### src/hw/rtl/sws_pkg.sv
// Shared types and constants for the sliding window sender tracker.
// No dependencies; imported by every module of the block.
package sws_pkg;

  localparam int SEQ_W     = 31;
  localparam int TIME_W    = 32;
  localparam int WIN_W     = 9;
  localparam int ACT_W     = 3;
  localparam int REQ_W     = 2;
  localparam int RWIN_W    = 20;
  localparam int CNT_W     = 8;
  localparam int CFG_IDX_W = 2;
  localparam int DIVC_W    = 5;
  localparam int IN_DATA_W  = 88;
  localparam int OUT_DATA_W = 104;

  localparam logic [TIME_W-1:0]    RTO_DEV_FLOOR = 32'd10000;
  localparam logic [TIME_W-1:0]    RTO_RESET     = 32'd1000000;
  localparam logic [CNT_W-1:0]     DUP_TRIGGER   = 8'd3;
  localparam logic [CNT_W-1:0]     CNT_MAX       = 8'd255;
  localparam logic [CFG_IDX_W-1:0] CFG_WINDOW_SIZE = 2'd0;
  localparam logic [CFG_IDX_W-1:0] CFG_INITIAL_RTO = 2'd1;

  typedef enum logic [REQ_W-1:0] {
    REQ_SEND  = 2'd0,
    REQ_ACK   = 2'd1,
    REQ_TIMER = 2'd2
  } req_e;

  typedef enum logic [ACT_W-1:0] {
    ACT_NONE    = 3'd0,
    ACT_SENT    = 3'd1,
    ACT_ACK     = 3'd2,
    ACT_TIMEOUT = 3'd3,
    ACT_FAST    = 3'd4,
    ACT_GIVE_UP = 3'd5
  } action_e;

  typedef enum logic [2:0] {
    OP_NONE,
    OP_SEND,
    OP_ACK_SAMPLE,
    OP_ACK_PLAIN,
    OP_DUP_FAST,
    OP_TIMER
  } op_e;

  typedef enum logic [3:0] {
    S_IDLE,
    S_EVAL,
    S_START,
    S_DIV,
    S_MEM,
    S_CALC1,
    S_CALC2,
    S_CALC3,
    S_TCHK,
    S_FINISH
  } state_e;

  typedef struct packed {
    logic load;
    logic eval;
    logic div_start;
    logic mem_go;
    logic calc1;
    logic calc2;
    logic calc3;
    logic tchk;
    logic finish;
  } ctrl_cmd_t;

  typedef struct packed {
    logic need_div;
    logic need_read;
    logic sample;
    logic div_done;
    logic out_busy;
  } dp_status_t;

endpackage

### src/hw/rtl/sws_ctrl.sv
// Sequencing state machine for one item: evaluate, slot lookup, stamp access, update.
// Depends on sws_pkg.
module sws_ctrl (
  input  logic                   clk_i,
  input  logic                   rst_ni,
  input  logic                   in_valid_i,
  output logic                   in_ready_o,
  input  sws_pkg::dp_status_t    status_i,
  output sws_pkg::ctrl_cmd_t     cmd_o
);
  import sws_pkg::*;

  state_e state_q, state_d;

  always_comb begin
    state_d = state_q;
    case (state_q)
      S_IDLE:   if (in_valid_i) state_d = S_EVAL;
      S_EVAL:   state_d = S_START;
      S_START:  state_d = status_i.need_div ? S_DIV : S_FINISH;
      S_DIV:    if (status_i.div_done) state_d = S_MEM;
      S_MEM: begin
        if (!status_i.need_read) state_d = S_FINISH;
        else if (status_i.sample) state_d = S_CALC1;
        else state_d = S_TCHK;
      end
      S_CALC1:  state_d = S_CALC2;
      S_CALC2:  state_d = S_CALC3;
      S_CALC3:  state_d = S_FINISH;
      S_TCHK:   state_d = S_FINISH;
      S_FINISH: if (!status_i.out_busy) state_d = S_IDLE;
      default:  state_d = S_IDLE;
    endcase
  end

  always_comb begin
    cmd_o      = '0;
    in_ready_o = 1'b0;
    case (state_q)
      S_IDLE: begin
        in_ready_o = 1'b1;
        cmd_o.load = in_valid_i;
      end
      S_EVAL:   cmd_o.eval = 1'b1;
      S_START:  cmd_o.div_start = status_i.need_div;
      S_MEM:    cmd_o.mem_go = 1'b1;
      S_CALC1:  cmd_o.calc1 = 1'b1;
      S_CALC2:  cmd_o.calc2 = 1'b1;
      S_CALC3:  cmd_o.calc3 = 1'b1;
      S_TCHK:   cmd_o.tchk = 1'b1;
      S_FINISH: cmd_o.finish = !status_i.out_busy;
      default:  cmd_o = '0;
    endcase
  end

  always_ff @(posedge clk_i or negedge rst_ni) begin
    if (!rst_ni) begin
      state_q <= S_IDLE;
    end else begin
      state_q <= state_d;
    end
  end

endmodule

### config.mk
export PLATFORM = sky130hd
export DESIGN_NAME = sws_ctrl
export DESIGN_NICKNAME = d
export VERILOG_FILES = /design/src/hw/rtl/sws_pkg.sv /design/src/hw/rtl/sws_ctrl.sv
export SDC_FILE = /design/constraint.sdc
export NUM_CORES = 1
export LEC_CHECK = 0
export BUFFER_PORTS_ARGS = -buffer_cell sky130_fd_sc_hd__buf_4
export CORE_MARGIN = 2
export CORE_UTILIZATION = 24
export DETAILED_ROUTE_END_ITERATION = 8
export SYNTH_ARGS = -nofsm -noshare
export SYNTH_HDL_FRONTEND = slang
export SYNTH_SLANG_ARGS = --single-unit
### constraint.sdc
create_clock -name clk_i -period 1.65 [get_ports clk_i]
set_input_delay 0.0825 -clock clk_i [delete_from_list [all_inputs] [get_ports clk_i]]
set_output_delay 0.0825 -clock clk_i [all_outputs]
set_load 0.1 [all_outputs]
# Word-level counts from Yosys, hierarchy flattened
# Index checks and enable logic that the tools add are counted.
totals:
  register_bits: 4
  memories: 0
  word_cells: 34
  rom_bits: 0
  latchBits: 0
  out_inout_bits: 10
  in_bits: 8
  ramBits: 0
op_classes:
  n_div: 0
  muxes: 17
  eq_ne: 12
  n_reduce_logical: 4
  n_addsub: 0
  order_cmp: 0
  n_mul: 0
  n_bitwise: 0
  shifts: 0
op_table:
  columns: ["op", "count"]
  rows:
  - ["$pmux W4 S9", 1]
  - ["$mux W4", 6]
  - ["$eq A4 B3 Y1 const B", 4]
  - ["$mux W1", 10]
  - ["$eq A4 B2 Y1 const B", 2]
  - ["$eq A4 B4 Y1 const B", 2]
  - ["$ne A2 B2 Y1 const B", 3]
  - ["$eq A4 B1 Y1 const B", 1]
  - ["$logic_not A4 Y1", 1]
  - ["$reduce_and A3 Y1", 1]
  - ["$reduce_or A2 Y1", 1]
  - ["$logic_not A1 Y1", 1]

# Logic depth before layout (Yosys ltp)
logic_depth:
  depth_word: 3
  mapped_depth: 5
  mapped_depth_nobuf: 4

# Least setup slack after synthesis
# OpenSTA, ideal clock, no wires.
synth_timing:
  kind: "reg-to-output"
  startpoint: "register state_q[1]"
  endpoint: "output port cmd_o[8] (netlist name)"
  path_buffers: 1
  slack_ns: -2.961
  stages_incl_launch_ff: 4
  t_arrival_ns: 4.528
  required_time_ns: 1.567
  cell_sequence: "dfrtp_1 -> buf_4 -> nor4_1 -> and2_1"
synth_lines:
  columns: ["item", "line_no", "source"]
  rows:
  - ["from (decl)", "sws_ctrl.sv:13", "state_e state_q, state_d;"]
  - ["from (signal assigned)", "sws_ctrl.sv:60", "state_q <= state_d;"]
  - ["to (decl)", "sws_ctrl.sv:9", "output sws_pkg::ctrl_cmd_t cmd_o"]

==> results.sh <==
export IMPL_grt_pass1_vias=447
export IMPL_end_kind="primary output"
export IMPL_antenna_found_initial=0
export IMPL_power_density_mw_per_mm2=2160
export IMPL_fin_nets=88
export IMPL_start_util_pct=25.7
export IMPL_largest_reg_flops=4
export IMPL_yosys_warnings=0
export IMPL_grt_max_degree=14
export IMPL_cp_start_kind="flip-flop"
export IMPL_layout_drive_gt1_share_pct=53.8
export IMPL_clk_latency_ps=230
export IMPL_via_per_inst=4.96
export IMPL_dp_hpwl_um=828
export IMPL_core_mm2=0.00151
export IMPL_root_buffer="clkbuf_4"
export IMPL_syn_inst=55
export IMPL_drt_wl_total_um=1060
export IMPL_num_antenna_cells=0
export IMPL_status="complete, no violations"
export IMPL_synth_seq_cells=4
export IMPL_drt_iter0_markers=1
export IMPL_finClkSkew_ps=3.17
export IMPL_grtUsageTotal_pct=12.8
export IMPL_htreeDepth=1
export IMPL_ir_drop_mv=0.731
export IMPL_crit_fanout=10
export IMPL_top_regs="state_q: 4 flops"
export IMPL_fin_area_um2=713
export IMPL_fin_crit_ps=1580
export IMPL_netlist_area_um2=387
export IMPL_die_w_um=44.1
export IMPL_hold_viol=0
export IMPL_grt_overflow=0
export IMPL_die_h_um=44.1
export IMPL_rows=14
export IMPL_power_leakage_nw=0.314
export IMPL_regMostFlops="state_q"
export IMPL_place_area_um2=638
export IMPL_max_slew_worst_pin_slew_ps=295
export IMPL_place_inst=90
export IMPL_fin_total_pwr_mw=1.54
export IMPL_fmax_mhz=634
export IMPL_crit_arrival_ps=1500
export IMPL_finalSetupViolCount=0
export IMPL_vias=466
export IMPL_drv_cap=0
export IMPL_firstDrtPassIters=4
export IMPL_required_ps=1570
export IMPL_critical_path_class="flip-flop to primary output"
export IMPL_cts_buffer_depth=2
export IMPL_clk_pin_slew_ps=40
export IMPL_grt_pass1_wl_um=1860
export IMPL_period_share_pct=95.6
export IMPL_clock_sinks=4
export IMPL_tritoncts="yes"
export IMPL_slew_headroom_pct=80.3
export IMPL_final_cells=94
export IMPL_numCtsBuffers=3
export IMPL_area_delta_synth_final_pct=84.5
export IMPL_dieArea_mm2=0.00195
export IMPL_port_buffers=17
export IMPL_rsz0062_at_grt="false"
export IMPL_wl_per_cell_um=11.3
export IMPL_io_pins=18
export IMPL_finalMaxSlewViolations=0
export IMPL_hold_slack_ps=165
export IMPL_yosysSeqAreaShare_pct=25.9
export IMPL_synth_distinct_cells=23
export IMPL_place_congestion=0.815
export IMPL_avgSynthCellArea_um2=7.03
export IMPL_ant_nets=0
export IMPL_hp_class="input pin to flip-flop"
export IMPL_synth_nets=63
export IMPL_drc=0
-- through the flow --
stage               setup TNS [ps]  setup WS [ps]  utilization (%)
floorplan                    -1620           -595                -
global placement                 0            198             42.4
detailed placement               0            200             42.4
CTS                              0           4.61             44.9
global route                     0           1.89             47.3
finish                           0           71.9             47.3
-- report_power, final --
group | switching, mW | leakage, nW | internal, mW
combinational | 0.781 | 0.253 | 0.380
sequential | 0.111 | 0.0469 | 0.146
clock | 0.0400 | 0.0138 | 0.0814
-- path summary, 6_finish.rpt --
check	startpoint	endpoint	slack, ps	depth (start not counted)
hold / removal	status_i[1]	state_q[1]	160	4
setup reg to reg	state_q[2]	state_q[2]	220	4
max in group asynchronous	rst_ni	state_q[1]	1350	2
hold reg to reg	state_q[3]	state_q[1]	580	1
setup / recovery	state_q[2]	cmd_o[8]	70	4
min in group asynchronous	rst_ni	state_q[2]	180	2
-- cells in the mapped netlist, drive strengths merged --
library cell  n  area share (%)
or2b          2             3.9
inv           2             1.9
nor2b         1             1.6
nor2          8             7.8
dfrtp         4              26
and3          2             3.2
a22oi         1             1.9
o21ai         5             7.4
a2111oi       1             3.9
nor4          1             1.6
o31ai         1             1.9
a21oi         2             2.6
nand2         6             5.8
and2          2             3.2
buf           4             7.4
mux2i         1             2.6
a211oi        1             1.9
nand2b        2             3.2
o22ai         1             1.6
nor3          8              10
-- metal layers --
metal  vias to the layer above  wire length, µm  track usage (%)
li1                        237                -                -
met2                        13              573             21.5
met4                         0                0             7.27
met3                         0               30             2.45
met1                       216              459             15.3
met5                         -                0                0
-- layout make-up --
cell class | count | area [µm²]
clock buffer | 3 | 22.5
fill | 156 | 793
sequential | 4 | 104
multi-input combinational | 45 | 342
timing repair buffer | 24 | 218
tap | 16 | 20.0
inverter | 2 | 7.51
-- cells in the final DEF (no fill, tap or decap), drive strengths merged --
cell type and instances:
inv 2, o31ai 1, nor2 8, dlygate4sd3 1
nand2b 2, a211oi 1, or2b 2, nor4 1
dfrtp 4, buf 23, nor2b 1, o21ai 5
and3 2, mux2i 1, nand2 6, a2111oi 1
and2 2, o22ai 1, clkbuf 3, a21oi 2
nor3 8, a22oi 1
-- cell families after synthesis --
group,Yosys count,share of synthesized area [%]
simple gates,32,40.8
compound gates,12,21.4
buf+inv,6,9.39
flops,4,25.9
mux,1,2.59
-- critical path: stages (launching register included) --
cell and delay, ps:
dfrtp_2 430, buf_4 180, nor4_4 290, and2_4 190, buf_12 160
-- what timing repair did --
item / CTS / global route
endpoints found under the setup margin: 4 / 7
setup buffers: 0 / 0
hold endpoints to repair: 4 / 0
hold buffers: 1 / 0
gates resized for setup: 3 / 11
No activity file was read; power rests on OpenSTA's default activity.
